$ cat config.mk
export PLATFORM = sky130hd
export DESIGN_NAME = sorted_priority_log_table
export DESIGN_NICKNAME = d
export VERILOG_FILES = /design/src/rtl/slt_pkg.sv /design/src/rtl/slt_mem.sv /design/src/rtl/slt_seq.sv /design/src/rtl/sorted_priority_log_table.sv
export SDC_FILE = /design/constraint.sdc
export NUM_CORES = 2
export LEC_CHECK = 0
export BUFFER_PORTS_ARGS = -buffer_cell sky130_fd_sc_hd__buf_2
export CAP_MARGIN = 0
export CORE_MARGIN = 2
export CORE_UTILIZATION = 50
export CTS_BUF_LIST = sky130_fd_sc_hd__clkbuf_4
export CTS_CLUSTER_DIAMETER = 100
export CTS_CLUSTER_SIZE = 14
export DETAILED_ROUTE_END_ITERATION = 8
export PLACE_DENSITY = 0.66
export SYNTH_ARGS = -nofsm -noshare
export SYNTH_HDL_FRONTEND = slang
export SYNTH_SLANG_ARGS = --single-unit
$ cat constraint.sdc
create_clock -name i_clk -period 6.4 [get_ports i_clk]
set_input_delay 0.32 -clock i_clk [delete_from_list [all_inputs] [get_ports i_clk]]
set_output_delay 0.32 -clock i_clk [all_outputs]
set_load 0.01 [all_outputs]
$ cat src/rtl/slt_pkg.sv
// types and constants shared by the sorted priority log table
// no dependencies; used by slt_mem, slt_seq and sorted_priority_log_table
`timescale 1ns / 1ps

package slt_pkg;

    localparam int LETTER_W   = 5;
    localparam int NUMBER_W   = 14;
    localparam int PRIO_W     = 10;
    localparam int INDEX_W    = 5;
    localparam int OP_W       = 2;
    localparam int TOTAL_W    = 6;
    localparam int CFG_IDX_W  = 1;
    localparam int CFG_DATA_W = 10;

    localparam logic [OP_W-1:0] OP_INSERT = 2'd0;
    localparam logic [OP_W-1:0] OP_PURGE  = 2'd1;
    localparam logic [OP_W-1:0] OP_READ   = 2'd2;

    localparam logic [CFG_IDX_W-1:0] CFG_LIMIT  = 1'd0;
    localparam logic [CFG_IDX_W-1:0] CFG_THRESH = 1'd1;

    localparam logic [LETTER_W-1:0] LIMIT_RESET  = 5'd4;
    localparam logic [PRIO_W-1:0]   THRESH_RESET = 10'd300;

    typedef struct packed {
        logic [OP_W-1:0]     operation;
        logic [LETTER_W-1:0] entry_letter;
        logic [NUMBER_W-1:0] entry_number;
        logic [PRIO_W-1:0]   entry_priority;
        logic [INDEX_W-1:0]  read_index;
    } t_in_item;

    typedef struct packed {
        logic                status;
        logic [TOTAL_W-1:0]  fill_level;
        logic [TOTAL_W-1:0]  critical_total;
        logic [TOTAL_W-1:0]  normal_total;
        logic [LETTER_W-1:0] out_letter;
        logic [NUMBER_W-1:0] out_number;
        logic [PRIO_W-1:0]   out_priority;
        logic                out_critical;
        logic                out_valid;
    } t_out_item;

    typedef struct packed {
        logic [LETTER_W-1:0] letter;
        logic [NUMBER_W-1:0] number;
        logic [PRIO_W-1:0]   prio;
    } t_entry;

    typedef struct packed {
        logic [LETTER_W-1:0] critical_letter_limit;
        logic [PRIO_W-1:0]   purge_threshold;
    } t_cfg;

    // handshake between the sequencer and the output register
    typedef struct packed {
        logic busy;
        logic done;
    } t_seq_stat;

endpackage

$ cat src/rtl/slt_mem.sv
// record store: one write port, one read port with registered read data
// depends on slt_pkg for the entry type
`timescale 1ns / 1ps

module slt_mem #(
    parameter int DEPTH = 32,
    parameter int AW    = 5
) (
    input  logic            i_clk,
    input  logic            i_we,
    input  logic [AW-1:0]   i_waddr,
    input  slt_pkg::t_entry i_wdata,
    input  logic [AW-1:0]   i_raddr,
    output slt_pkg::t_entry o_rdata
);

    slt_pkg::t_entry r_mem [DEPTH];
    slt_pkg::t_entry r_rdata;

    always_ff @(posedge i_clk) begin
        if (i_we) begin
            r_mem[i_waddr] <= i_wdata;
        end
        r_rdata <= r_mem[i_raddr];
    end

    assign o_rdata = r_rdata;

endmodule

$ cat src/rtl/slt_seq.sv
// sequencer: walks the record store for insert, purge, read and recount
// depends on slt_pkg; drives the ports of slt_mem
`timescale 1ns / 1ps

module slt_seq #(
    parameter int DEPTH = 32,
    parameter int AW    = 5,
    parameter int CW    = 6
) (
    input  logic                i_clk,
    input  logic                i_rst_n,
    input  logic                i_start,
    input  slt_pkg::t_in_item   i_item,
    input  slt_pkg::t_cfg       i_cfg,
    input  logic                i_limit_wr,
    input  logic                i_res_ready,
    output slt_pkg::t_seq_stat  o_stat,
    output slt_pkg::t_out_item  o_result,
    output logic                o_mem_we,
    output logic [AW-1:0]       o_mem_waddr,
    output slt_pkg::t_entry     o_mem_wdata,
    output logic [AW-1:0]       o_mem_raddr,
    input  slt_pkg::t_entry     i_mem_rdata
);

    localparam int IW = (CW > slt_pkg::INDEX_W) ? CW : slt_pkg::INDEX_W;

    typedef enum logic [6:0] {
        S_IDLE     = 7'b0000001,
        S_DISP     = 7'b0000010,
        S_SCAN     = 7'b0000100,
        S_INS      = 7'b0001000,
        S_INS_LAST = 7'b0010000,
        S_PRG      = 7'b0100000,
        S_FIN      = 7'b1000000
    } t_state;

    // read data is captured in S_DISP the cycle after its address goes out
    t_state            r_state, n_state;
    logic              r_rd_pend, n_rd_pend;
    logic [CW-1:0]     r_count, n_count;
    logic [CW-1:0]     r_crit, n_crit;
    logic              r_recount, n_recount;
    slt_pkg::t_in_item r_item, n_item;
    logic [CW-1:0]     r_ptr, n_ptr;
    logic [CW-1:0]     r_wp, n_wp;
    logic              r_status, n_status;
    slt_pkg::t_entry   r_rd_ent, n_rd_ent;
    logic              r_rd_crit, n_rd_crit;
    logic              r_rd_valid, n_rd_valid;

    slt_pkg::t_entry   new_ent;
    logic              new_crit;
    logic              rd_crit;
    logic              goes_before;
    logic              keep;
    logic [CW-1:0]     wp_next;
    logic [IW-1:0]     idx_ext;
    logic [IW-1:0]     cnt_ext;

    assign new_ent.letter = r_item.entry_letter;
    assign new_ent.number = r_item.entry_number;
    assign new_ent.prio   = r_item.entry_priority;
    assign new_crit    = r_item.entry_letter <= i_cfg.critical_letter_limit;
    assign rd_crit     = i_mem_rdata.letter <= i_cfg.critical_letter_limit;
    assign goes_before = (r_item.entry_letter < i_mem_rdata.letter) ||
                         ((r_item.entry_letter == i_mem_rdata.letter) &&
                          (r_item.entry_priority > i_mem_rdata.prio));
    assign keep        = i_mem_rdata.prio >= i_cfg.purge_threshold;
    assign wp_next     = r_wp + CW'(keep);
    assign idx_ext     = IW'(r_item.read_index);
    assign cnt_ext     = IW'(r_count);

    always_comb begin
        n_state     = r_state;
        n_rd_pend   = 1'b0;
        n_count     = r_count;
        n_crit      = r_crit;
        n_recount   = r_recount;
        n_item      = r_item;
        n_ptr       = r_ptr;
        n_wp        = r_wp;
        n_status    = r_status;
        n_rd_ent    = r_rd_ent;
        n_rd_crit   = r_rd_crit;
        n_rd_valid  = r_rd_valid;
        o_mem_we    = 1'b0;
        o_mem_waddr = '0;
        o_mem_wdata = i_mem_rdata;
        o_mem_raddr = '0;

        case (r_state)
            S_IDLE: begin
                if (i_start) begin
                    n_item     = i_item;
                    n_status   = 1'b0;
                    n_rd_ent   = '0;
                    n_rd_crit  = 1'b0;
                    n_rd_valid = 1'b0;
                    n_state    = S_DISP;
                end
            end
            S_DISP: begin
                if (r_rd_pend) begin
                    // data of a read transaction arrives here
                    n_rd_ent   = i_mem_rdata;
                    n_rd_crit  = rd_crit;
                    n_rd_valid = 1'b1;
                    n_state    = S_FIN;
                end else if (r_recount) begin
                    // limit changed since the last transaction
                    n_recount = 1'b0;
                    n_crit    = '0;
                    if (r_count != '0) begin
                        o_mem_raddr = '0;
                        n_ptr       = CW'(1);
                        n_state     = S_SCAN;
                    end
                end else begin
                    case (r_item.operation)
                        slt_pkg::OP_INSERT: begin
                            if (r_count == CW'(DEPTH)) begin
                                n_status = 1'b1;
                                n_state  = S_FIN;
                            end else begin
                                n_count = r_count + CW'(1);
                                n_crit  = r_crit + CW'(new_crit);
                                if (r_count == '0) begin
                                    o_mem_we    = 1'b1;
                                    o_mem_waddr = '0;
                                    o_mem_wdata = new_ent;
                                    n_state     = S_FIN;
                                end else begin
                                    o_mem_raddr = AW'(r_count - CW'(1));
                                    n_ptr       = r_count;
                                    n_state     = S_INS;
                                end
                            end
                        end
                        slt_pkg::OP_PURGE: begin
                            if (r_count != '0) begin
                                o_mem_raddr = '0;
                                n_ptr       = CW'(1);
                                n_wp        = '0;
                                n_crit      = '0;
                                n_state     = S_PRG;
                            end else begin
                                n_state = S_FIN;
                            end
                        end
                        slt_pkg::OP_READ: begin
                            if (idx_ext < cnt_ext) begin
                                o_mem_raddr = AW'(idx_ext);
                                n_rd_pend   = 1'b1;
                            end else begin
                                n_state = S_FIN;
                            end
                        end
                        default: begin
                            n_state = S_FIN;
                        end
                    endcase
                end
            end
            S_SCAN: begin
                n_crit = r_crit + CW'(rd_crit);
                if (r_ptr < r_count) begin
                    o_mem_raddr = AW'(r_ptr);
                    n_ptr       = r_ptr + CW'(1);
                end else begin
                    n_state = S_DISP;
                end
            end
            S_INS: begin
                // r_ptr is the hole; the data is the entry just below it
                o_mem_we = 1'b1;
                o_mem_waddr = AW'(r_ptr);
                if (goes_before) begin
                    o_mem_wdata = i_mem_rdata;
                    if (r_ptr == CW'(1)) begin
                        n_state = S_INS_LAST;
                    end else begin
                        o_mem_raddr = AW'(r_ptr - CW'(2));
                        n_ptr       = r_ptr - CW'(1);
                    end
                end else begin
                    o_mem_wdata = new_ent;
                    n_state     = S_FIN;
                end
            end
            S_INS_LAST: begin
                o_mem_we    = 1'b1;
                o_mem_waddr = '0;
                o_mem_wdata = new_ent;
                n_state     = S_FIN;
            end
            S_PRG: begin
                o_mem_we    = keep;
                o_mem_waddr = AW'(r_wp);
                o_mem_wdata = i_mem_rdata;
                n_wp        = wp_next;
                n_crit      = r_crit + CW'(keep & rd_crit);
                if (r_ptr < r_count) begin
                    o_mem_raddr = AW'(r_ptr);
                    n_ptr       = r_ptr + CW'(1);
                end else begin
                    n_count = wp_next;
                    n_state = S_FIN;
                end
            end
            S_FIN: begin
                if (i_res_ready) begin
                    n_state = S_IDLE;
                end
            end
            default: begin
                n_state = S_IDLE;
            end
        endcase

        if (i_limit_wr) begin
            n_recount = 1'b1;
        end
    end

    always_ff @(posedge i_clk) begin
        if (!i_rst_n) begin
            r_state   <= S_IDLE;
            r_rd_pend <= 1'b0;
            r_count   <= '0;
            r_crit    <= '0;
            r_recount <= 1'b0;
        end else begin
            r_state   <= n_state;
            r_rd_pend <= n_rd_pend;
            r_count   <= n_count;
            r_crit    <= n_crit;
            r_recount <= n_recount;
        end
    end

    always_ff @(posedge i_clk) begin
        r_item     <= n_item;
        r_ptr      <= n_ptr;
        r_wp       <= n_wp;
        r_status   <= n_status;
        r_rd_ent   <= n_rd_ent;
        r_rd_crit  <= n_rd_crit;
        r_rd_valid <= n_rd_valid;
    end

    assign o_stat.busy = r_state != S_IDLE;
    assign o_stat.done = (r_state == S_FIN) && i_res_ready;

    assign o_result.status         = r_status;
    assign o_result.fill_level     = slt_pkg::TOTAL_W'(r_count);
    assign o_result.critical_total = slt_pkg::TOTAL_W'(r_crit);
    assign o_result.normal_total   = slt_pkg::TOTAL_W'(r_count - r_crit);
    assign o_result.out_letter     = r_rd_ent.letter;
    assign o_result.out_number     = r_rd_ent.number;
    assign o_result.out_priority   = r_rd_ent.prio;
    assign o_result.out_critical   = r_rd_crit;
    assign o_result.out_valid      = r_rd_valid;

endmodule

$ cat src/rtl/sorted_priority_log_table.sv
// Sorted priority log table: holds up to DEPTH error records in one memory, ordered by
// letter ascending, then priority descending, equal keys in arrival order. One transaction
// is worked on at a time; the memory's single read port walks one entry per cycle. An insert
// into a non-empty table moves up each record that sorts behind the new one, a purge walks
// every record, and an insert into a full table is dropped with status set. The first
// transaction after critical_letter_limit is written first recounts the critical records.
// A finished result waits in the output register, and the next transaction is accepted
// meanwhile. No clearing pass is needed after reset.
// depends on slt_pkg, slt_mem and slt_seq
`timescale 1ns / 1ps

module sorted_priority_log_table #(
    parameter int DEPTH = 32
) (
    input  logic                               i_clk,
    input  logic                               i_rst_n,
    input  logic                               i_in_valid,
    output logic                               o_in_stall,
    input  slt_pkg::t_in_item                  i_in_item,
    output logic                               o_out_valid,
    input  logic                               i_out_stall,
    output slt_pkg::t_out_item                 o_out_item,
    input  logic                               i_cfg_we,
    input  logic [slt_pkg::CFG_IDX_W-1:0]      i_cfg_index,
    input  logic [slt_pkg::CFG_DATA_W-1:0]     i_cfg_data
);

    localparam int AW = (DEPTH > 1) ? $clog2(DEPTH) : 1;
    localparam int CW = $clog2(DEPTH + 1);

    slt_pkg::t_cfg      r_cfg;
    logic               limit_wr;
    logic               r_out_valid;
    slt_pkg::t_out_item r_out_item;
    logic               res_ready;
    slt_pkg::t_seq_stat seq_stat;
    slt_pkg::t_out_item seq_result;
    logic               mem_we;
    logic [AW-1:0]      mem_waddr;
    slt_pkg::t_entry    mem_wdata;
    logic [AW-1:0]      mem_raddr;
    slt_pkg::t_entry    mem_rdata;

    assign limit_wr = i_cfg_we && (i_cfg_index == slt_pkg::CFG_LIMIT);

    always_ff @(posedge i_clk) begin
        if (!i_rst_n) begin
            r_cfg.critical_letter_limit <= slt_pkg::LIMIT_RESET;
            r_cfg.purge_threshold       <= slt_pkg::THRESH_RESET;
        end else if (i_cfg_we) begin
            case (i_cfg_index)
                slt_pkg::CFG_LIMIT: begin
                    r_cfg.critical_letter_limit <= i_cfg_data[slt_pkg::LETTER_W-1:0];
                end
                slt_pkg::CFG_THRESH: begin
                    r_cfg.purge_threshold <= i_cfg_data[slt_pkg::PRIO_W-1:0];
                end
                default: begin
                    r_cfg <= r_cfg;
                end
            endcase
        end
    end

    // result register frees when empty or taken this cycle
    assign res_ready = !r_out_valid || !i_out_stall;

    always_ff @(posedge i_clk) begin
        if (!i_rst_n) begin
            r_out_valid <= 1'b0;
        end else if (seq_stat.done) begin
            r_out_valid <= 1'b1;
        end else if (!i_out_stall) begin
            r_out_valid <= 1'b0;
        end
    end

    always_ff @(posedge i_clk) begin
        if (seq_stat.done) begin
            r_out_item <= seq_result;
        end
    end

    slt_seq #(
        .DEPTH (DEPTH),
        .AW    (AW),
        .CW    (CW)
    ) u_seq (
        .i_clk       (i_clk),
        .i_rst_n     (i_rst_n),
        .i_start     (i_in_valid && !seq_stat.busy),
        .i_item      (i_in_item),
        .i_cfg       (r_cfg),
        .i_limit_wr  (limit_wr),
        .i_res_ready (res_ready),
        .o_stat      (seq_stat),
        .o_result    (seq_result),
        .o_mem_we    (mem_we),
        .o_mem_waddr (mem_waddr),
        .o_mem_wdata (mem_wdata),
        .o_mem_raddr (mem_raddr),
        .i_mem_rdata (mem_rdata)
    );

    slt_mem #(
        .DEPTH (DEPTH),
        .AW    (AW)
    ) u_mem (
        .i_clk   (i_clk),
        .i_we    (mem_we),
        .i_waddr (mem_waddr),
        .i_wdata (mem_wdata),
        .i_raddr (mem_raddr),
        .o_rdata (mem_rdata)
    );

    assign o_in_stall  = seq_stat.busy;
    assign o_out_valid = r_out_valid;
    assign o_out_item  = r_out_item;

endmodule

==> impl_metrics.csv <==
group,metric,value,unit
worst_setup_path,r2r_slack,1.54,ns
layout,stdcell_area,0.0492,mm^2
hold_path,min-delay-start,"i_in_item[24]",
logic_synthesis,yosys.area.top_type,"edfxtp_1",
layout,fillCellCount,6996,
routing,drc,0,
global_route,antenna_found_initial,8,
layout,areaGrowthSynthToFinish,9.65,%
logic_synthesis,seq_area_frac_synth,73.8,%
place,portBuffers,103,
logic_synthesis,synth_cell_types,83,
global_route,grt_pass1_wl,178000,um
timing,fin_crit_sh,75.9,%
place,hpwl,68100,um
floorplan,die_x,303,um
place,postPlaceCellArea,0.0471,mm^2
clock_network,clock_sinks,1124,
routing,wl_per_cell,27.0,um
timing,rsz0062_at_grt,"no",
status,outcome,"finished clean",
clock_network,htree_num_levels,3,
global_route,grt_max_degree,117,
logic_synthesis,postSynthCellCount,3089,
global_route,grt_overflow,0,
timing,fin_crit,4.86,ns
layout,post-route-util,55.5,%
worst_setup_path,timing.critical_path.mode_cell,"nand4_1",
logic_synthesis,yosys_warnings,0,
routing,vias,28200,
clock_network,clock_latency,0.98,ns
routing,via_per_inst,6.26,
worst_setup_path,start_kind,"register",
logic_synthesis,synth_edf_count,1058,
place,gp_congestion,0.898,
floorplan,io_pins,104,
worst_setup_path,critPathArrivalTime,5.60,ns
timing,setup_viol,0,
floorplan,core-area,0.0886,mm^2
routing,drt_pre_antenna_iters,6,
clock_network,ctsLongestPathBuffers,3,
logic_synthesis,synth_area,0.0448,mm^2
layout,drive_above_1_share,13.6,%
clock_network,cts_tree,"done",
place,pre_cts_slack,1.61,ns
floorplan,initial_utilization,50.6,%
timing,setup_slack,1.54,ns
clock_network,post_cts_resized,0,
logic_synthesis,ys_seq_elements,1124,
worst_setup_path,critPathLaunch,"u_mem.o_rdata[6]",
pwr,powerDensity,267,mW/mm^2
pwr,p_leak,17.4,nW
routing,ant_nets,0,
worst_setup_path,cp-end-kind,"register",
timing,worst_slew_pin_slew,1.34,ns
logic_synthesis,synth_nets,3205,
timing,timing.fmax,0.206,GHz
layout,regArea,0.0331,mm^2
clock_network,cts_buffers,90,
layout,layout.nets,3384,
worst_setup_path,path_cells,"inv_1, ha_1, nand4_1, a211oi_1, a2111oi_2, nor3_1, o31ai_2, nand2_4, buf_4, nand2_1, nand3_1, nand4_1, nand4_1",
routing,drt_first_iter_violations,4052,
layout,multi_input_area,0.0110,mm^2
global_route,grt_pass1_vias,27100,
clock_network,clk_pin_slew_worst_paths,0.17,ns
floorplan,dieArea,0.0921,mm^2
worst_setup_path,rr_startpoint,"u_mem.o_rdata[6]",
hold_path,hp-class,"input pin to register",
flow_run,maxCapViolCount,0,
worst_setup_path,worstPathMaxFanout,58,
logic_synthesis,synth_top_area_share,70.8,%
pwr,ir_drop,0.000130,V
worst_setup_path,cpPeakStageDelay,0.73,ns
timing,final.setup.tns,0,ns
place,dpl.cell_count,4262,
pwr,finalPower,13.1,mW
layout,finalNonFillerCells,4511,
worst_setup_path,cp.required,7.14,ns
worst_setup_path,slowest_stage,"o31ai_2",
timing,drv_slew,0,
global_route,grtUsageTotal,26.5,%
floorplan,die_h,303,um
worst_setup_path,path_delay_family,"simple AND/OR/NAND/NOR gates",
floorplan,rows,109,
timing,slew_headroom,10.8,%
clock_network,clockRootBuffer,"clkbuf_4",
worst_setup_path,critPathKind,"register to register",
routing,totalWireLength,122000,um
timing,finClkSkew,0.0806,ns
logic_synthesis,synthTopCellsByArea,"edfxtp_1 71%, nand2_1 4.0%, mux2i_1 3.7%",
timing,hold_violations,0,
logic_synthesis,synthArstFlopShare,0,%
logic_synthesis,syn_area_per_cell,14.5,um^2
logic_synthesis,synth-main-ff-cell,"edfxtp_1",
worst_setup_path,cp.buffers_inverters,2,
timing,whs,0.0823,ns
-- cells in the final DEF (no fill, tap or decap), types with 8 or more instances in the layout --
cell	Yosys	layout
o21ai_0	116	101
nand2b_1	13	12
a22oi_1	8	8
and2_1	19	19
buf_4	10	81
nor2_1	70	57
dlygate4sd3_1	0	79
nor2_4	2	15
nand2_1	477	475
a21oi_1	37	35
a32oi_1	16	16
dfxtp_1	66	66
mux2_2	15	15
nor3_2	1	16
inv_1	58	57
ha_1	63	63
a21boi_0	17	17
edfxtp_1	1058	1058
clkbuf_4	0	162
and3_1	8	8
a21o_1	10	10
nor2b_1	12	11
mux2i_1	165	165
nand3_1	209	209
xnor2_1	8	8
nor3_1	29	13
nand4_1	49	49
buf_2	64	103
a31oi_1	75	75
o21ai_1	54	60
o211ai_1	11	11
a221oi_1	133	133
o21ai_2	0	9
-- worst paths after layout --
path,end,cells after the start
worst max-delay path,u_mem.o_rdata[28],13
worst min-delay path,u_seq.new_ent[19],2
worst max register to register,u_mem.o_rdata[28],13
worst min register to register,o_out_item[23],0
-- metal layers --
layer | share of wire, % | up-vias | GRT usage, % | wire [um]
li1 | - | 12200 | - | -
met4 | 3.1 | 0 | 8.85 | 3800
met1 | 40 | 14300 | 35.9 | 48200
met5 | 0 | - | 0 | 0
met2 | 48 | 1487 | 43.9 | 59000
met3 | 9.0 | 228 | 4.11 | 10900
-- synthesized netlist by cell type, drive strengths merged, types with 8 or more instances --
library cell     n
nand4           50
a22oi            8
xnor2            8
nand3          209
nand2b          13
a221oi         134
clkbuf          95
buf             88
a21oi           41
a21o            11
nand2          478
a21boi          18
a32oi           16
o211ai          11
nor2b           12
and2            20
and3             8
mux2            15
ha              63
a31oi           75
mux2i          165
edfxtp        1058
inv             59
nor3            32
o21ai          170
nor2            74
dfxtp           66
-- report_power, final --
group	total [mW]	leakage, nW	internal, mW	switching, mW
clock	3.41	0.784	1.21	2.20
combinational	1.11	6.46	0.309	0.804
sequential	8.63	10.1	8.48	0.143
-- registers in the layout (all words and copies together), names as in the netlist, 7 cells and up --
| name | count |
|---|---|
| r_cfg | 15 |
| u_seq.o_result | 29 |
| u_seq.r_state | 7 |
| u_seq.new_ent | 29 |
| u_mem.o_rdata | 29 |
| u_mem.r_mem | 928 |
| o_out_item | 50 |
-- logic make-up after synthesis --
kind of cell | after synthesis | synth area share, %
muxes | 180 | 4.06
adders and majority gates | 64 | 1.80
buffers and inverters | 242 | 2.30
xor gates and xnor gates | 13 | 0.254
DFF | 1124 | 73.8
AOI/OAI and AO/OA | 542 | 8.42
and+or+nand+nor | 924 | 9.36
-- cell type report --
type                       instances  area share [%]
inverter                          59           0.450
clock inverter                     5           0.168
tap                             1165            2.96
antenna                            3          0.0153
multi-input combinational       1723            22.4
sequential                      1124            67.3
clock buffer                     162            2.47
timing repair buffer             270            4.18
-- what timing repair did --
item                      4_1_cts  5_1_grt
hold buffers                   79        0
hold endpoints to repair       77        0
buffers inserted                0        0
Note: power is estimated with default switching activity, not from simulation.
